File: src/hnt_pkg.sv
// Shared types, codes and helpers for the held-note table with root snapping.
// No dependencies; imported by hnt_cell, hnt_snap and the top level.
`default_nettype none

package hnt_pkg;

	// One held note: channel, incoming note and the note that was sent for it
	typedef struct packed {
		logic [3:0] channel;
		logic [6:0] in_note;
		logic [6:0] out_note;
	} hnt_entry_t;

	// Input beat kinds
	localparam logic [1:0] MODE_NOTE_ON  = 2'd0;
	localparam logic [1:0] MODE_NOTE_OFF = 2'd1;
	localparam logic [1:0] MODE_FLUSH    = 2'd2;

	// Configuration register indexes
	localparam logic [1:0] REG_TRANSPOSE = 2'd0;
	localparam logic [1:0] REG_ROOT_LOW  = 2'd1;
	localparam logic [1:0] REG_ROOT_HIGH = 2'd2;

	// Register reset values
	localparam logic [7:0] TRANSPOSE_RST = 8'd0;
	localparam logic [6:0] ROOT_LOW_RST  = 7'd36;
	localparam logic [6:0] ROOT_HIGH_RST = 7'd47;

	localparam int unsigned PITCH_CLASSES = 12;

	// Pitch class of a 7-bit note: fold the upper bits (16 = 4 mod 12),
	// then at most one subtraction of 12, 24 or 36.
	function automatic logic [3:0] pitch_class(input logic [6:0] v);
		logic [5:0] r;
		begin
			r = {1'b0, v[6:4], 2'b00} + {2'b00, v[3:0]};
			if (r >= 6'd36) begin
				r = r - 6'd36;
			end else if (r >= 6'd24) begin
				r = r - 6'd24;
			end else if (r >= 6'(PITCH_CLASSES)) begin
				r = r - 6'(PITCH_CLASSES);
			end
			return r[3:0];
		end
	endfunction

endpackage

`default_nettype wire

File: src/held_note_table_with_root_snap.sv
// Held-note table: a ring of MAX_HELD cells rotated past a head position.
// Note-on: clamp and snap stages, a full ring pass, then its result beats. Note-off: a full ring
// pass, then its beat if the note was held. Flush emits one beat per held note during its pass.
// A new input beat is taken only in idle, after the ring pass and result beats of the last one;
// output stalls hold the flush pass and the result beats. A beat of an unused mode is dropped in idle.
// Reset: held count cleared, registers to defaults; cell contents undefined, no clear pass.
`default_nettype none

module held_note_table_with_root_snap
	import hnt_pkg::*;
#(
	parameter int MAX_HELD = 8
) (
	input  wire         clk,
	input  wire         arst_n,
	// configuration writes
	input  wire         cfg_we,
	input  wire  [1:0]  cfg_idx,
	input  wire  [7:0]  cfg_wdata,
	// input stream
	input  wire         s_axis_tvalid,
	output logic        s_axis_tready,
	input  wire  [23:0] s_axis_tdata,  // channel[3:0], note[10:4], velocity[17:11], zero
	input  wire  [1:0]  s_axis_tuser,  // mode[1:0]
	// output stream
	output logic        m_axis_tvalid,
	input  wire         m_axis_tready,
	output logic [23:0] m_axis_tdata,  // out_channel[3:0], out_note[10:4], out_velocity[17:11], zero
	output logic [0:0]  m_axis_tuser,  // is_note_on[0]
	output logic        m_axis_tlast
);

	localparam int STEP_W   = (MAX_HELD > 1) ? $clog2(MAX_HELD) : 1;
	localparam int CNT_W    = $clog2(MAX_HELD + 1);
	localparam int NEXT_IDX = (MAX_HELD > 1) ? 1 : 0;
	localparam logic [STEP_W-1:0] STEP_LAST = STEP_W'(MAX_HELD - 1);

	localparam logic [2:0] S_IDLE  = 3'd0;
	localparam logic [2:0] S_CLAMP = 3'd1;
	localparam logic [2:0] S_SNAP  = 3'd2;
	localparam logic [2:0] S_SCAN  = 3'd3;
	localparam logic [2:0] S_OFF   = 3'd4;
	localparam logic [2:0] S_ON    = 3'd5;

	logic [2:0]        state_q;
	logic [STEP_W-1:0] step_q;
	logic [CNT_W-1:0]  cnt_q;
	logic [1:0]        mode_q;
	logic [3:0]        ch_q;
	logic [6:0]        note_q;
	logic [6:0]        vel_q;
	logic              found_q;
	logic              appended_q;
	logic [6:0]        old_note_q;
	logic [6:0]        new_note_q;
	logic [7:0]        transpose_q;
	logic [6:0]        root_low_q;
	logic [6:0]        root_high_q;

	logic              out_valid_q;
	logic              out_on_q;
	logic [3:0]        out_ch_q;
	logic [6:0]        out_note_q;
	logic [6:0]        out_vel_q;
	logic              out_last_q;

	hnt_entry_t        cell_q   [MAX_HELD];
	hnt_entry_t        cell_din [MAX_HELD];
	logic [MAX_HELD-1:0] cell_hit;
	hnt_entry_t        head;
	hnt_entry_t        tail_in;
	logic [6:0]        snapped;

	logic              is_on, is_off, is_flush;
	logic              in_range;
	logic              match_now, append_now;
	logic              snap_pick;
	logic [6:0]        newo_now;
	logic              out_free;
	logic              flush_emit;
	logic              step_go;
	logic              pass_end;
	logic              found_fin, app_fin;
	logic              emit;
	logic              e_on;
	logic [3:0]        e_ch;
	logic [6:0]        e_note;
	logic [6:0]        e_vel;
	logic              e_last;

	// Configuration registers
	always_ff @(posedge clk or negedge arst_n) begin
		if (!arst_n) begin
			transpose_q <= TRANSPOSE_RST;
			root_low_q  <= ROOT_LOW_RST;
			root_high_q <= ROOT_HIGH_RST;
		end else if (cfg_we) begin
			case (cfg_idx)
				REG_TRANSPOSE: transpose_q <= cfg_wdata;
				REG_ROOT_LOW:  root_low_q  <= cfg_wdata[6:0];
				REG_ROOT_HIGH: root_high_q <= cfg_wdata[6:0];
				default: ;
			endcase
		end
	end

	// Transpose/snap unit, result registered through its clamp and snap stages, ready when the ring pass starts
	hnt_snap u_snap (
		.clk       (clk),
		.note      (note_q),
		.transpose (transpose_q),
		.root_low  (root_low_q),
		.root_high (root_high_q),
		.snapped   (snapped)
	);

	// Ring of cells: each takes its neighbor, the last one takes the head path
	for (genvar i = 0; i < MAX_HELD; i++) begin : g_cell
		if (i == MAX_HELD - 1) begin : g_tail
			assign cell_din[i] = tail_in;
		end else begin : g_mid
			assign cell_din[i] = cell_q[i+1];
		end
		hnt_cell u_cell (
			.clk         (clk),
			.shift       (step_go),
			.din         (cell_din[i]),
			.key_channel (ch_q),
			.key_note    (note_q),
			.entry       (cell_q[i]),
			.hit         (cell_hit[i])
		);
	end

	assign head = cell_q[0];

	// Head decode for the current step of the pass
	assign is_on    = (mode_q == MODE_NOTE_ON);
	assign is_off   = (mode_q == MODE_NOTE_OFF);
	assign is_flush = (mode_q == MODE_FLUSH);
	assign in_range = CNT_W'(step_q) < cnt_q;
	assign out_free = !out_valid_q || m_axis_tready;

	assign match_now  = (state_q == S_SCAN) && in_range && cell_hit[0] && !found_q
		&& (is_on || is_off);
	assign append_now = (state_q == S_SCAN) && is_on && !found_q
		&& (CNT_W'(step_q) == cnt_q);

	// Lone held note after the note-on gets the snapped value
	assign snap_pick = match_now ? (cnt_q == CNT_W'(1)) : (cnt_q == '0);
	assign newo_now  = snap_pick ? snapped : note_q;

	assign flush_emit = (state_q == S_SCAN) && is_flush && in_range;
	assign step_go    = (state_q == S_SCAN) && (!flush_emit || out_free);
	assign pass_end   = step_go && (step_q == STEP_LAST);
	assign found_fin  = found_q || match_now;
	assign app_fin    = appended_q || append_now;

	// What re-enters the ring at the tail
	always_comb begin
		tail_in = head;
		if (is_off && found_fin) begin
			// removal: skip the matched entry, later ones move up one place
			tail_in = cell_q[NEXT_IDX];
		end else if (is_on && match_now) begin
			tail_in.out_note = newo_now;
		end else if (append_now) begin
			tail_in.channel  = ch_q;
			tail_in.in_note  = note_q;
			tail_in.out_note = newo_now;
		end
	end

	// Result beat selection
	always_comb begin
		emit   = 1'b0;
		e_on   = 1'b0;
		e_ch   = ch_q;
		e_note = old_note_q;
		e_vel  = 7'd0;
		e_last = 1'b0;
		if (flush_emit && out_free) begin
			emit   = 1'b1;
			e_ch   = head.channel;
			e_note = head.out_note;
			e_last = (CNT_W'(step_q) + CNT_W'(1)) == cnt_q;
		end else if ((state_q == S_OFF) && out_free) begin
			emit   = 1'b1;
			e_last = is_off;
		end else if ((state_q == S_ON) && out_free) begin
			emit   = 1'b1;
			e_on   = 1'b1;
			e_note = new_note_q;
			e_vel  = vel_q;
			e_last = 1'b1;
		end
	end

	// Sequencer
	always_ff @(posedge clk or negedge arst_n) begin
		if (!arst_n) begin
			state_q    <= S_IDLE;
			step_q     <= '0;
			cnt_q      <= '0;
			found_q    <= 1'b0;
			appended_q <= 1'b0;
		end else begin
			case (state_q)
				S_IDLE: begin
					if (s_axis_tvalid) begin
						step_q     <= '0;
						found_q    <= 1'b0;
						appended_q <= 1'b0;
						case (s_axis_tuser)
							MODE_NOTE_ON:  state_q <= S_CLAMP;
							MODE_NOTE_OFF: state_q <= S_SCAN;
							MODE_FLUSH:    state_q <= S_SCAN;
							default:       state_q <= S_IDLE;
						endcase
					end
				end
				S_CLAMP: state_q <= S_SNAP;
				S_SNAP:  state_q <= S_SCAN;
				S_SCAN: begin
					if (step_go) begin
						if (match_now) begin
							found_q <= 1'b1;
						end
						if (append_now) begin
							appended_q <= 1'b1;
						end
					end
					if (pass_end) begin
						step_q <= '0;
						if (is_flush) begin
							cnt_q   <= '0;
							state_q <= S_IDLE;
						end else if (found_fin) begin
							if (is_off) begin
								cnt_q <= cnt_q - CNT_W'(1);
							end
							state_q <= S_OFF;
						end else if (app_fin) begin
							cnt_q   <= cnt_q + CNT_W'(1);
							state_q <= S_ON;
						end else begin
							state_q <= S_IDLE;
						end
					end else if (step_go) begin
						step_q <= step_q + STEP_W'(1);
					end
				end
				S_OFF: begin
					if (out_free) begin
						state_q <= is_on ? S_ON : S_IDLE;
					end
				end
				S_ON: begin
					if (out_free) begin
						state_q <= S_IDLE;
					end
				end
				default: state_q <= S_IDLE;
			endcase
		end
	end

	// Captured input beat and notes found during the pass
	always_ff @(posedge clk) begin
		if (s_axis_tready && s_axis_tvalid) begin
			mode_q <= s_axis_tuser;
			ch_q   <= s_axis_tdata[3:0];
			note_q <= s_axis_tdata[10:4];
			vel_q  <= s_axis_tdata[17:11];
		end
		if (match_now) begin
			old_note_q <= head.out_note;
		end
		if (match_now || append_now) begin
			new_note_q <= newo_now;
		end
	end

	// Output register
	always_ff @(posedge clk or negedge arst_n) begin
		if (!arst_n) begin
			out_valid_q <= 1'b0;
		end else if (emit) begin
			out_valid_q <= 1'b1;
		end else if (m_axis_tready) begin
			out_valid_q <= 1'b0;
		end
	end

	always_ff @(posedge clk) begin
		if (emit) begin
			out_on_q   <= e_on;
			out_ch_q   <= e_ch;
			out_note_q <= e_note;
			out_vel_q  <= e_vel;
			out_last_q <= e_last;
		end
	end

	assign s_axis_tready   = (state_q == S_IDLE);
	assign m_axis_tvalid   = out_valid_q;
	assign m_axis_tdata    = {6'b000000, out_vel_q, out_note_q, out_ch_q};
	assign m_axis_tuser[0] = out_on_q;
	assign m_axis_tlast    = out_last_q;

`ifndef ASSERT_OFF
	a_cnt_bound: assert property (@(posedge clk) disable iff (!arst_n)
		cnt_q <= CNT_W'(MAX_HELD))
		else $error("held count above table size");

	a_pass_len: assert property (@(posedge clk) disable iff (!arst_n)
		(state_q == S_SCAN) && step_go && (step_q != STEP_LAST) |=> (state_q == S_SCAN))
		else $error("ring pass left early");

	a_flush_empty: assert property (@(posedge clk) disable iff (!arst_n)
		pass_end && is_flush |=> (cnt_q == '0))
		else $error("flush left entries held");

	a_off_found: assert property (@(posedge clk) disable iff (!arst_n)
		(state_q == S_OFF) |-> found_q)
		else $error("note-off sent without a held entry");

	a_on_source: assert property (@(posedge clk) disable iff (!arst_n)
		(state_q == S_ON) |-> (found_q || appended_q) && is_on)
		else $error("note-on sent without a table entry");
`endif

endmodule

`default_nettype wire

File: src/hnt_cell.sv
// One cell of the held-note ring: holds a table entry, takes its neighbor's
// entry on a shift and compares its entry against the search key. Uses hnt_pkg.
`default_nettype none

module hnt_cell
	import hnt_pkg::*;
(
	input  wire        clk,
	input  wire        shift,
	input  wire hnt_entry_t din,
	input  wire  [3:0] key_channel,
	input  wire  [6:0] key_note,
	output hnt_entry_t entry,
	output logic       hit
);

	hnt_entry_t entry_q;

	// Entry storage, moves one place along the ring per shift
	always_ff @(posedge clk) begin
		if (shift) begin
			entry_q <= din;
		end
	end

	// Key compare on channel and incoming note
	assign hit   = (entry_q.channel == key_channel) && (entry_q.in_note == key_note);
	assign entry = entry_q;

endmodule

`default_nettype wire

File: src/hnt_snap.sv
// Two-stage unit: transpose with clamping to 0..127, then snap to the first
// note of the same pitch class in the root range. Uses hnt_pkg.
`default_nettype none

module hnt_snap
	import hnt_pkg::*;
(
	input  wire        clk,
	input  wire  [6:0] note,
	input  wire  [7:0] transpose,
	input  wire  [6:0] root_low,
	input  wire  [6:0] root_high,
	output logic [6:0] snapped
);

	logic signed [8:0] sum;
	logic        [6:0] clamp_s1;
	logic        [3:0] pc;
	logic        [3:0] low_pc;
	logic        [3:0] pc_gap;
	logic        [7:0] cand;
	logic        [6:0] snap_s2;

	// Stage 1: signed add and clamp
	assign sum = $signed({2'b00, note}) + $signed({transpose[7], transpose});

	always_ff @(posedge clk) begin
		if (sum[8]) begin
			clamp_s1 <= 7'd0;
		end else if (sum[7]) begin
			clamp_s1 <= 7'd127;
		end else begin
			clamp_s1 <= sum[6:0];
		end
	end

	// Stage 2: distance from root_low to the matching pitch class
	assign pc     = pitch_class(clamp_s1);
	assign low_pc = pitch_class(root_low);

	always_comb begin
		if (pc >= low_pc) begin
			pc_gap = pc - low_pc;
		end else begin
			pc_gap = pc + 4'(PITCH_CLASSES) - low_pc;
		end
	end

	assign cand = {1'b0, root_low} + {4'b0000, pc_gap};

	// Out of range (or reversed range) falls back to root_low
	always_ff @(posedge clk) begin
		if (cand <= {1'b0, root_high}) begin
			snap_s2 <= cand[6:0];
		end else begin
			snap_s2 <= root_low;
		end
	end

	assign snapped = snap_s2;

endmodule

`default_nettype wire
File: config.mk
export PLATFORM = sky130hd
export DESIGN_NAME = held_note_table_with_root_snap
export DESIGN_NICKNAME = d
export VERILOG_FILES = /design/src/hnt_pkg.sv /design/src/held_note_table_with_root_snap.sv /design/src/hnt_cell.sv /design/src/hnt_snap.sv
export SDC_FILE = /design/constraint.sdc
export NUM_CORES = 1
export LEC_CHECK = 0
export ABC_CLOCK_PERIOD_IN_PS = 14200
export BUFFER_PORTS_ARGS = -buffer_cell sky130_fd_sc_hd__buf_4
export CORE_ASPECT_RATIO = 1.25
export CORE_UTILIZATION = 60
export CTS_CLUSTER_DIAMETER = 40
export DETAILED_ROUTE_END_ITERATION = 12
export GPL_TIMING_DRIVEN = 0
export PLACE_DENSITY_LB_ADDON = 0.05
export SETUP_SLACK_MARGIN = 0.5
export SLEW_MARGIN = 15
export SYNTH_ARGS = -nofsm -noshare
export SYNTH_HDL_FRONTEND = slang
export SYNTH_SLANG_ARGS = --single-unit
File: constraint.sdc
create_clock -name clk -period 14.2 [get_ports clk]
set_input_delay 2.13 -clock clk [delete_from_list [all_inputs] [get_ports clk]]
set_output_delay 2.13 -clock clk [all_outputs]
set_load 0.005 [all_outputs]
======== Yosys cells after proc, flatten, opt, wreduce, memory -nomap -nowiden ========
Cells that the tools add are included.
word-level totals
  input bits .............................. 41
  register bits after elaboration ......... 247
operators by class
  magnitude comparators ................... 9
  reduce and logical (&&, ||, !) cells .... 46
  eq/ne operators ......................... 26
  muxes and demuxes ....................... 51
  bitwise operators ....................... 1
  add/sub/neg operators ................... 17
operators by type and width
  operator                                                                             number
  7-bit 2-to-1 mux                                                                     7
  4-bit 2-to-1 mux                                                                     12
  18-bit 2-to-1 mux                                                                    2
  3-bit 2-to-1 mux                                                                     11
  1-bit logical AND                                                                    18
  3-bit case mux with 6 select lines                                                   1
  4-bit AND reduction                                                                  4
  4-bit subtractor, second input constant                                              4
  2-bit != test, second input constant                                                 7
  1-bit 2-to-1 mux                                                                     13
  5-bit by 4-bit adder with 6-bit output                                               2
  6-bit by 4-bit greater-or-equal comparator with 1-bit output, second input constant  2
  6-bit by 5-bit greater-or-equal comparator with 1-bit output, second input constant  2
  6-bit greater-or-equal comparator, second input constant                             2
  11-bit 2-to-1 mux                                                                    1
  8-bit by 8-bit adder with 9-bit output                                               1
  3-bit equality test, second input constant                                           3
  7-bit by 4-bit adder with 8-bit output                                               1
  4-bit equality test                                                                  2
  8-bit by 7-bit less-or-equal comparator with 1-bit output                            1
  4-bit by 3-bit subtractor with 4-bit output, second input constant                   2
  4-bit subtractor                                                                     2
  7-bit equality test                                                                  1
  2-bit by 1-bit equality test with 1-bit output, second input constant                3
  28 further kinds                                                                     46

======== Logic depth before layout (Yosys ltp) ========
Gate-level depths: netlist of the first run.
  depth after elaboration ................. 11
  gate-level depth with buffers ........... 27

======== Modules after synthesis ========
A second synthesis of the first run with hierarchy kept.
unflattened totals
  cell total of the unflattened synthesis .. 831
  area total of the unflattened synthesis .. 11623.6 um^2
by module, submodules not included
  module                          cells an instance  sequential area each (um^2)  times used  area each (um^2)
  hnt_cell                        33                 540.5                        8           664.4
  held_note_table_with_root_snap  359                2506.2                       1           4486.8
  hnt_snap                        208                280.3                        1           1821.7

======== Least setup slack after synthesis of the first run ========
OpenSTA, ideal clock, no wires.
  path type ............................... input port to flip-flop
  start ................................... input port m_axis_tready
  end ..................................... register step_q[0]
  cell stages on the path ................. 4
  path buffers ............................ 0
  slack ................................... 3.343 ns
  arrival time ............................ 10.724 ns
  data required time ...................... 14.067 ns
  cell sequence ........................... nor2b_1 -> a31oi_1 -> nor2_1 -> mux2_2
between the ends
  cells in the longest elaborated chain, start to end .. 6
  elaborated cells between the ends (all ways) .. 8
  classes of those cells .................. eq/ne: 1; mux: 2; reduce/logical: 5
RTL lines
  item                                                                                        line                                   text
  start: declaration                                                                          held_note_table_with_root_snap.sv:27   input wire m_axis_tready,
  1-bit logical OR (*)                                                                        held_note_table_with_root_snap.sv:142  assign out_free = !out_valid_q || m_axis_tready;
  1-bit logical OR (*)                                                                        held_note_table_with_root_snap.sv:154  assign step_go = (state_q == S_SCAN) && (!flush_emit || out_free);
  1-bit logical AND (*)                                                                       held_note_table_with_root_snap.sv:154
  named net g_cell[0].u_cell.shift                                                            hnt_cell.sv:9                          input wire shift,
  1-bit logical AND                                                                           held_note_table_with_root_snap.sv:155  assign pass_end = step_go && (step_q == STEP_LAST);
  3-bit != test (no line) / 3-bit 2-to-1 mux (equally long branches)                          --
  3-bit AND reduction (no line) / 3-bit case mux with 2 select lines (equally long branches)  --
  end signal: assignment                                                                      held_note_table_with_root_snap.sv:250  step_q <= step_q + STEP_W'(1);
  end: declaration                                                                            held_note_table_with_root_snap.sv:46   logic [STEP_W-1:0] step_q;
Mark *: on every way through the listed nets, which the timed path passes. The rest lies on a longest branch.
A chain may end at the register's enable or synchronous reset.

======== Worst setup path after layout of the first run ========
  start ................................... register root_low_q[2]
  end ..................................... register u_snap.snap_s2[3], in the netlist u_snap.snapped[3]
between the ends
  cells in the longest elaborated chain, start to end .. 10
  elaborated cells between the ends (all ways) .. 17
  classes of those cells .................. add/sub: 7; order compare: 5; mux: 5
RTL lines
  item                                                                                                     line                                   text
  start: declaration                                                                                       held_note_table_with_root_snap.sv:57   logic [6:0] root_low_q;
  start signal: assignment                                                                                 held_note_table_with_root_snap.sv:100  REG_ROOT_LOW: root_low_q <= cfg_wdata[6:0];
  5-bit by 4-bit adder with 6-bit output                                                                   hnt_pkg.sv:36                          r = {1'b0, v[6:4], 2'b00} + {2'b00, v[3:0]};
  6-bit by 4-bit greater-or-equal comparator with 1-bit output / 4-bit subtractor (equally long branches)  hnt_pkg.sv:41, hnt_pkg.sv:42
  4-bit 2-to-1 mux                                                                                         hnt_pkg.sv:41                          end else if (r >= 6'(PITCH_CLASSES)) begin
  4-bit 2-to-1 mux                                                                                         hnt_pkg.sv:39                          end else if (r >= 6'd24) begin
  4-bit 2-to-1 mux                                                                                         hnt_pkg.sv:37                          if (r >= 6'd36) begin
  4-bit subtractor (tied with other cells)                                                                 hnt_snap.sv:45                         pc_gap = pc + 4'(PITCH_CLASSES) - low_pc;
  4-bit 2-to-1 mux                                                                                         hnt_snap.sv:42                         if (pc >= low_pc) begin
  7-bit by 4-bit adder with 8-bit output (*)                                                               hnt_snap.sv:49                         assign cand = {1'b0, root_low} + {4'b0000, pc_gap};
  8-bit by 7-bit less-or-equal comparator with 1-bit output                                                hnt_snap.sv:53                         if (cand <= {1'b0, root_high}) begin
  7-bit 2-to-1 mux (*)                                                                                     hnt_snap.sv:53
  end signal: assignment                                                                                   hnt_snap.sv:54                         snap_s2 <= cand[6:0];
  end signal: assignment                                                                                   hnt_snap.sv:56                         snap_s2 <= root_low;
  end: declaration                                                                                         hnt_snap.sv:22                         logic [6:0] snap_s2;
Every way passes the cells marked *; elsewhere a longest branch is shown, timed or not.

==> results of run 1 <==
-- cell usage in the layout (no fill, tap or decap), types with 28 or more instances in the layout --
master     count
a21oi_1       54
buf_4         62
clkbuf_16     28
nand2_1       58
dfrtp_1       28
nor2_1        31
edfxtp_1     198
mux2_2        29
inv_1         35
o21ai_0       31
ha_1          48
-- synth_stat cells, drive strengths merged (6+ instances only) --
cell type  number  area share
nor2           32       0.011
inv            36       0.013
xnor2          12      0.0098
buf            12      0.0088
dfstp           7       0.017
nor2b          10      0.0066
mux2i          20       0.019
xor2           23       0.019
nand3          13      0.0061
edfxtp        198        0.56
ha             48       0.056
nand2          58       0.020
clkbuf          8      0.0028
dfrtp          28       0.066
fa              7       0.013
and2            9      0.0054
a21oi          55       0.026
o21ai          32       0.015
mux2           29       0.031
o22ai          12      0.0070
nor3            9      0.0047
nand2b         10      0.0059
a31oi           6      0.0035
dfxtp          14       0.026
-- critical path, cell delays in order (launching register included) --
cell,delay (ps)
dfstp_2,570
ha_1,190
fa_1,510
ha_1,240
or3_1,410
a22oi_1,220
xnor2_1,190
ha_1,340
fa_1,450
xor2_1,150
nand2_1,60
o21ai_0,100
xnor2_1,150
ha_1,320
o21ai_0,110
nand2b_1,150
and3_1,230
xor2_1,160
ha_1,330
nand4_1,100
o22ai_1,190
a21oi_1,70
a31oi_1,410
mux2_2,420
-- cells by family (layout without fill, tap and decap cells) --
family / after synthesis / in the layout / synth area share
adder cells (fa/ha/maj): 55 / 55 / 0.0694
flip-flops: 247 / 247 / 0.666
AND/OR/NAND/NOR: 163 / 163 / 0.0805
buffers and inverters: 56 / 173 / 0.0243
XOR/XNOR: 35 / 35 / 0.0287
other: 1 / 6 / 0.000351
AO/OA/AOI/OAI: 141 / 141 / 0.0808
multiplexers: 49 / 49 / 0.0497
-- path summary, 6_finish.rpt --
kind,to,slack (ps),cells past startpoint
hold / removal,g_cell[1].u_cell.entry[6],410,0
hold reg to reg,g_cell[1].u_cell.entry[6],410,0
setup / recovery,u_snap.snapped[3],8020,23
min in group asynchronous,root_low_q[6],1540,1
setup reg to reg,u_snap.snapped[3],8020,23
max in group asynchronous,root_high_q[3],12290,1
-- routing by layer --
layer / vias to the layer above / global-route usage / part of all wire
met5: - / 0 / 0
met4: 0 / 0.100 / 0.037
met3: 52 / 0.0297 / 0.052
met2: 208 / 0.400 / 0.50
met1: 3082 / 0.301 / 0.41
li1: 2957 / - / -
-- flip-flops by register name, indices dropped and copies added (netlist names), 7 cells and up --
register	cells
u_snap.snapped	7
new_note_q	7
out_note_q	7
root_high_q	7
note_q	7
old_note_q	7
g_cell.u_cell.entry	144
vel_q	7
transpose_q	8
u_snap.clamp_s1	7
out_vel_q	7
root_low_q	7
-- area by class of cell --
cell class                 instances  share of cell area
clock inverter                    21              0.0175
buffer                            20             0.00995
timing repair buffer              65              0.0512
sequential                       247               0.566
inverter                          36              0.0107
tap                              224              0.0223
multi-input combinational        449               0.266
clock buffer                      31              0.0566
-- per-stage QoR --
stage               utilization  area [um2]  cells  setup WS (ps)  hold WS (ps)
floorplan                     -       10700    752           3340           400
global placement          0.654       11400   1032            458           400
detailed placement        0.668       11600   1041           8050           405
CTS                       0.721       12600   1093           8040           412
global route              0.721       12600   1093           7670           423
finish                    0.721       12600   1093           8020           413
==> metrics.md, run 1 <==
| Metric | Value |
|---|---|
| Status | `completed` |
| Yosys warnings | `0` |
| Hold Crit Class | `reg2reg` |
| Total grt overflow | `0` |
| Setup_tns | `0 ps` |
| Synth Flop Type | `edfxtp_1` |
| Final hold vios | `0` |
| Synth cell types | `69` |
| Initial DRC count | `501` |
| Final setup viols | `0` |
| Total track usage | `0.234` |
| Peak Freq | `162 MHz` |
| Fraction of layout instances using a drive strength above 1 | `0.208` |
| First-pass GRT wire length | `32,200 um` |
| Syn Inst Count | `747` |
| Area grow syn2layout | `17.8%` |
| Slew headroom | `0.295` |
| Detailed Place HPWL | `14,400 um` |
| RSZ-0062 raised after global routing | `no` |
| Clk root buf | `clkbuf_16` |
| RR Startpoint | `root_low_q[2]` |
| Core ar. | `17,400 um2` |
| Post-route DRC | `0` |
| Part of the cycle the worst path needs | `0.435` |
| Asr flop ratio synth | `0.142` |
| Critical Path AT | `approximately 6600 ps` |
| Pre-Repair DR Iteration Count | `5` |
| Final min period | `around 6200 ps` |
| Routed Wire Length | `20,800 um` |
| Num Clock Sinks | `247` |
| IO Count | `69` |
| Setup crit start kind | `flop` |
| Yosys reg bits | `between 200 and 250` |
| # fillers | `approximately 1,200` |
| Initial Utilization | `0.612` |
| Multi-input gate area | `3350 um2` |
| Die ar. | `about 18,000 um2` |
| Vias in the first global route | `6,190` |
| Largest net degree at the start of global routing | `36` |
| WL per Instance | `19.0 um` |
| Row count | `54` |
| Post-CTS Hold Buffers | `0` |
| CTS tree | `yes` |
| Worst Tran Pin Value | `approximately 1000 ps` |
| DR vias | `6,299` |
| CTS buffer count | `28` |
| H-tree Lvls | `1` |
| Reg area | `~7100 um2` |
| Final Skew | `28.6 ps` |
| Antenna Cells | `0` |
| Slew Limit Fails | `0` |
| Sequential area share after synthesis | `0.666` |
| CP required | `about 15,000 ps` |
| Clk Latency, worst-skew pair | `560 ps` |
| Synth Area per Inst | `14.3 um2` |
| Max Cap Viol | `0` |
| Mapped cell area | `around 11,000 um2` |
| Worst-path fanout max | `6` |
| Crit path capture type | `flop` |
| Clock tree buffer depth | `3` |
| # resized after CTS | `0` |
| Final ANT Viol Nets | `0` |
| Fin nets | `943` |
| Min-delay src | `g_cell[2].u_cell.entry[6]` |
| Port bufs | `56` |
| Setup bufs post-CTS | `0` |
| Die width | `121 um` |
| Initial antenna violation count | `0` |
| EDFF count, synth | `just under 200` |
| Height of the die | `between 150 and 200 um` |
| Routability cong. | `0.842` |
| Worst Setup Path Type | `reg2reg` |
| Clk slew on worst S/H paths | `70 ps` |
| CP Launch Point | `root_low_q[2]` |
| Vias per cell | `between 5 and 6` |
Power of run 1 is left out: the tool's default activity adds up to more than one toggle a clock period on the data nets, which glitch-free logic cannot reach.
==> run 2: changes to the inputs <==
--- a/config.mk
+++ b/config.mk
@@ -5,10 +5,10 @@
 export SDC_FILE = /design/constraint.sdc
 export NUM_CORES = 1
 export LEC_CHECK = 0
-export ABC_CLOCK_PERIOD_IN_PS = 14200
+export ABC_CLOCK_PERIOD_IN_PS = 5040
 export BUFFER_PORTS_ARGS = -buffer_cell sky130_fd_sc_hd__buf_4
 export CORE_ASPECT_RATIO = 1.25
-export CORE_UTILIZATION = 60
+export CORE_UTILIZATION = 55
 export CTS_CLUSTER_DIAMETER = 40
 export DETAILED_ROUTE_END_ITERATION = 12
 export GPL_TIMING_DRIVEN = 0
==> constraint.sdc (replaced) <==
create_clock -name clk -period 5.04 [get_ports clk]
set_input_delay 0.756 -clock clk [delete_from_list [all_inputs] [get_ports clk]]
set_output_delay 0.756 -clock clk [all_outputs]
set_load 0.005 [all_outputs]
==> metrics.md, run 2 (same netlist as run 1, synthesis figures left out) <==
| Metric | Value |
|---|---|
| Status | `complete, but fails checks` |
| Failing checks | `setup timing` |
| R2R cell count | `22 (-4.3%)` |
| Total track usage | `0.219 (-0.0153)` |
| Crit path capture type | `flop` |
| Port bufs | `56 (unchanged)` |
| Slew Limit Fails | `0 (unchanged)` |
| Final Skew | `9.92 ps (-18.7 ps)` |
| Most frequent cells in the layout | `edfxtp_1, buf_4, nand2_1` |
| RSZ-0062 raised after global routing | `yes` |
| Vias per cell | `5.65 (-1.9%)` |
| Pre-Repair DR Iteration Count | `5 (unchanged)` |
| RR Startpoint | `root_low_q[2]` |
| Die ar. | `20,000 um2 (+9.0%)` |
| Clk Latency, worst-skew pair | `550 ps (about the same)` |
| Crit path cell chain | `ha_4 -> fa_2 -> ha_2 -> or3_4 -> a22oi_2 -> xnor2_2 -> ha_4 -> fa_2 -> a21oi_2 -> ha_1 -> nor2b_4 -> o21ai_1 -> nand2b_1 -> and3_4 -> xor2_2 -> ha_1 -> nand4_1 -> o22ai_2 -> a21oi_2 -> a31oi_2 -> buf_4 -> mux2_4` |
| Crit path buf inv count | `1 (+1)` |
| H-tree Lvls | `1 (unchanged)` |
| Num Clock Sinks | `247 (unchanged)` |
| Slew headroom | `0.179 (-0.115)` |
| Final ANT Viol Nets | `0 (unchanged)` |
| Final min period | `5520 ps (-658 ps)` |
| Initial antenna violation count | `0 (unchanged)` |
| Core ar. | `18,900 um2 (+8.5%)` |
| Fin nets | `973 (+3.2%)` |
| Setup crit start kind | `flop` |
| Fin worst setup slack | `-482 ps (-8500 ps)` |
| Vias in the first global route | `6,446 (+4.1%)` |
| Post-route DRC | `0 (unchanged)` |
| Crit-path max cell delay | `560 ps (about the same)` |
| Clk slew on worst S/H paths | `60 ps (about the same)` |
| Height of the die | `158 um (+4.4%)` |
| Routed Wire Length | `21,400 um (+3.0%)` |
| Row count | `56 (+3.7%)` |
| Part of the cycle the worst path needs | `1.10 (+0.660)` |
| Hold Crit Class | `in2async` |
| Initial Utilization | `0.564 (-0.0481)` |
| Critical Path AT | `5960 ps (-630 ps)` |
| Total grt overflow | `0 (unchanged)` |
| IO Count | `69 (unchanged)` |
| Commonest non-fill, non-tap cell in the layout | `edfxtp_1` |
| Worst-path fanout max | `6 (unchanged)` |
| Post-DP Area | `11,600 um2 (about the same)` |
| Area grow syn2layout | `22.3%` |
| Max Cap Viol | `0 (unchanged)` |
| DR vias | `6,393 (+1.5%)` |
| CTS tree | `yes` |
| Clock tree buffer depth | `3 (unchanged)` |
| WL per Instance | `18.9 um (-0.48%)` |
| Detailed Place HPWL | `14,700 um (+1.7%)` |
| Peak Freq | `181 MHz (+12%)` |
| Crit. path cell count | `22 (-4.3%)` |
| Largest delay share family, worst path | `adder cells` |
| CP Launch Point | `root_low_q[2]` |
| Die width | `127 um (+4.4%)` |
| Final setup viols | `7 (+7)` |
| Post-Layout Inst Area | `13,100 um2 (+3.8%)` |
| CP required | `5480 ps (-9130 ps)` |
| Routability cong. | `0.890 (+5.6%)` |
| Initial DRC count | `383 (-24%)` |
| Final hold vios | `0 (unchanged)` |
| Worst Tran Pin Value | `1220 ps (+172 ps)` |
| Fin Hold WS | `178 ps (-235 ps)` |
| Largest net degree at the start of global routing | `36 (unchanged)` |
| First-pass GRT wire length | `33,400 um (+3.7%)` |
| Antenna Cells | `0 (unchanged)` |
| Number of flip-flops in the largest register | `144 (unchanged)` |
| Slowest CP cell | `dfstp_2` |
| Fraction of layout instances using a drive strength above 1 | `0.268 (+0.0598)` |
| Clk root buf | `clkbuf_16` |
| CTS buffer count | `29 (+3.6%)` |
| Worst Setup Path Type | `reg2reg` |
run 2: timing repair:
action	in CTS	in global routing
hold buffers	0	0
endpoints found under the setup margin	7	7
hold endpoints to repair	0	0
pin swaps	15	19
resized for setup	21	25
setup buffers	22	9
run 2: worst reg2reg max path: cells and delay by family (launching register included):
family,cells,cell delay (ps)
and+or+nand+nor,5,910
buffers and inverters,1,170
xor gates and xnor gates,2,340
DFF,1,560
adders and majority gates,7,2350
AOI/OAI and AO/OA,6,780
muxes,1,310
run 2: metrics by stage:
step,instances,TNS [ps],setup WS (ps),utilization
2_1_floorplan,752,-219,-101,-
3_3_place_gp,1040,-36920,-595,0.606
3_5_place_dp,1047,-3130,-612,0.616
4_1_cts,1122,-1610,-350,0.679
5_1_grt,1131,-4330,-678,0.690
6_report,1131,-2880,-482,0.690
run 2: final cells by class:
type | instances | area, um2
fill | 1292 | 5870
sequential | 247 | 7110
inverter | 36 | 135
clock inverter | 18 | 195
tap | 232 | 290
buffer | 20 | 125
timing repair buffer | 94 | 882
clock buffer | 35 | 748
multi-input combinational | 449 | 3560
run 2: final timing paths:
kind | to | slack, ps
min reg2reg | g_cell[5].u_cell.entry[2] | 410
max in group asynchronous | root_low_q[4] | 4490
min in group clk | note_q[5] | 380
min | transpose_q[1] | 180
max reg2reg | u_snap.snapped[3] | -480
max | u_snap.snapped[3] | -480
run 2: layer usage:
| layer | wire length [um] | GRT usage | share of wire | vias to the layer above |
|---|---|---|---|---|
| li1 | - | - | - | 3012 |
| met1 | 9010 | 0.270 | 0.42 | 3177 |
| met2 | 10900 | 0.394 | 0.51 | 154 |
| met3 | 813 | 0.0284 | 0.038 | 50 |
| met4 | 621 | 0.0809 | 0.029 | 0 |
| met5 | 0 | 0 | 0 | - |
Power of run 2 is left out for the same reason.
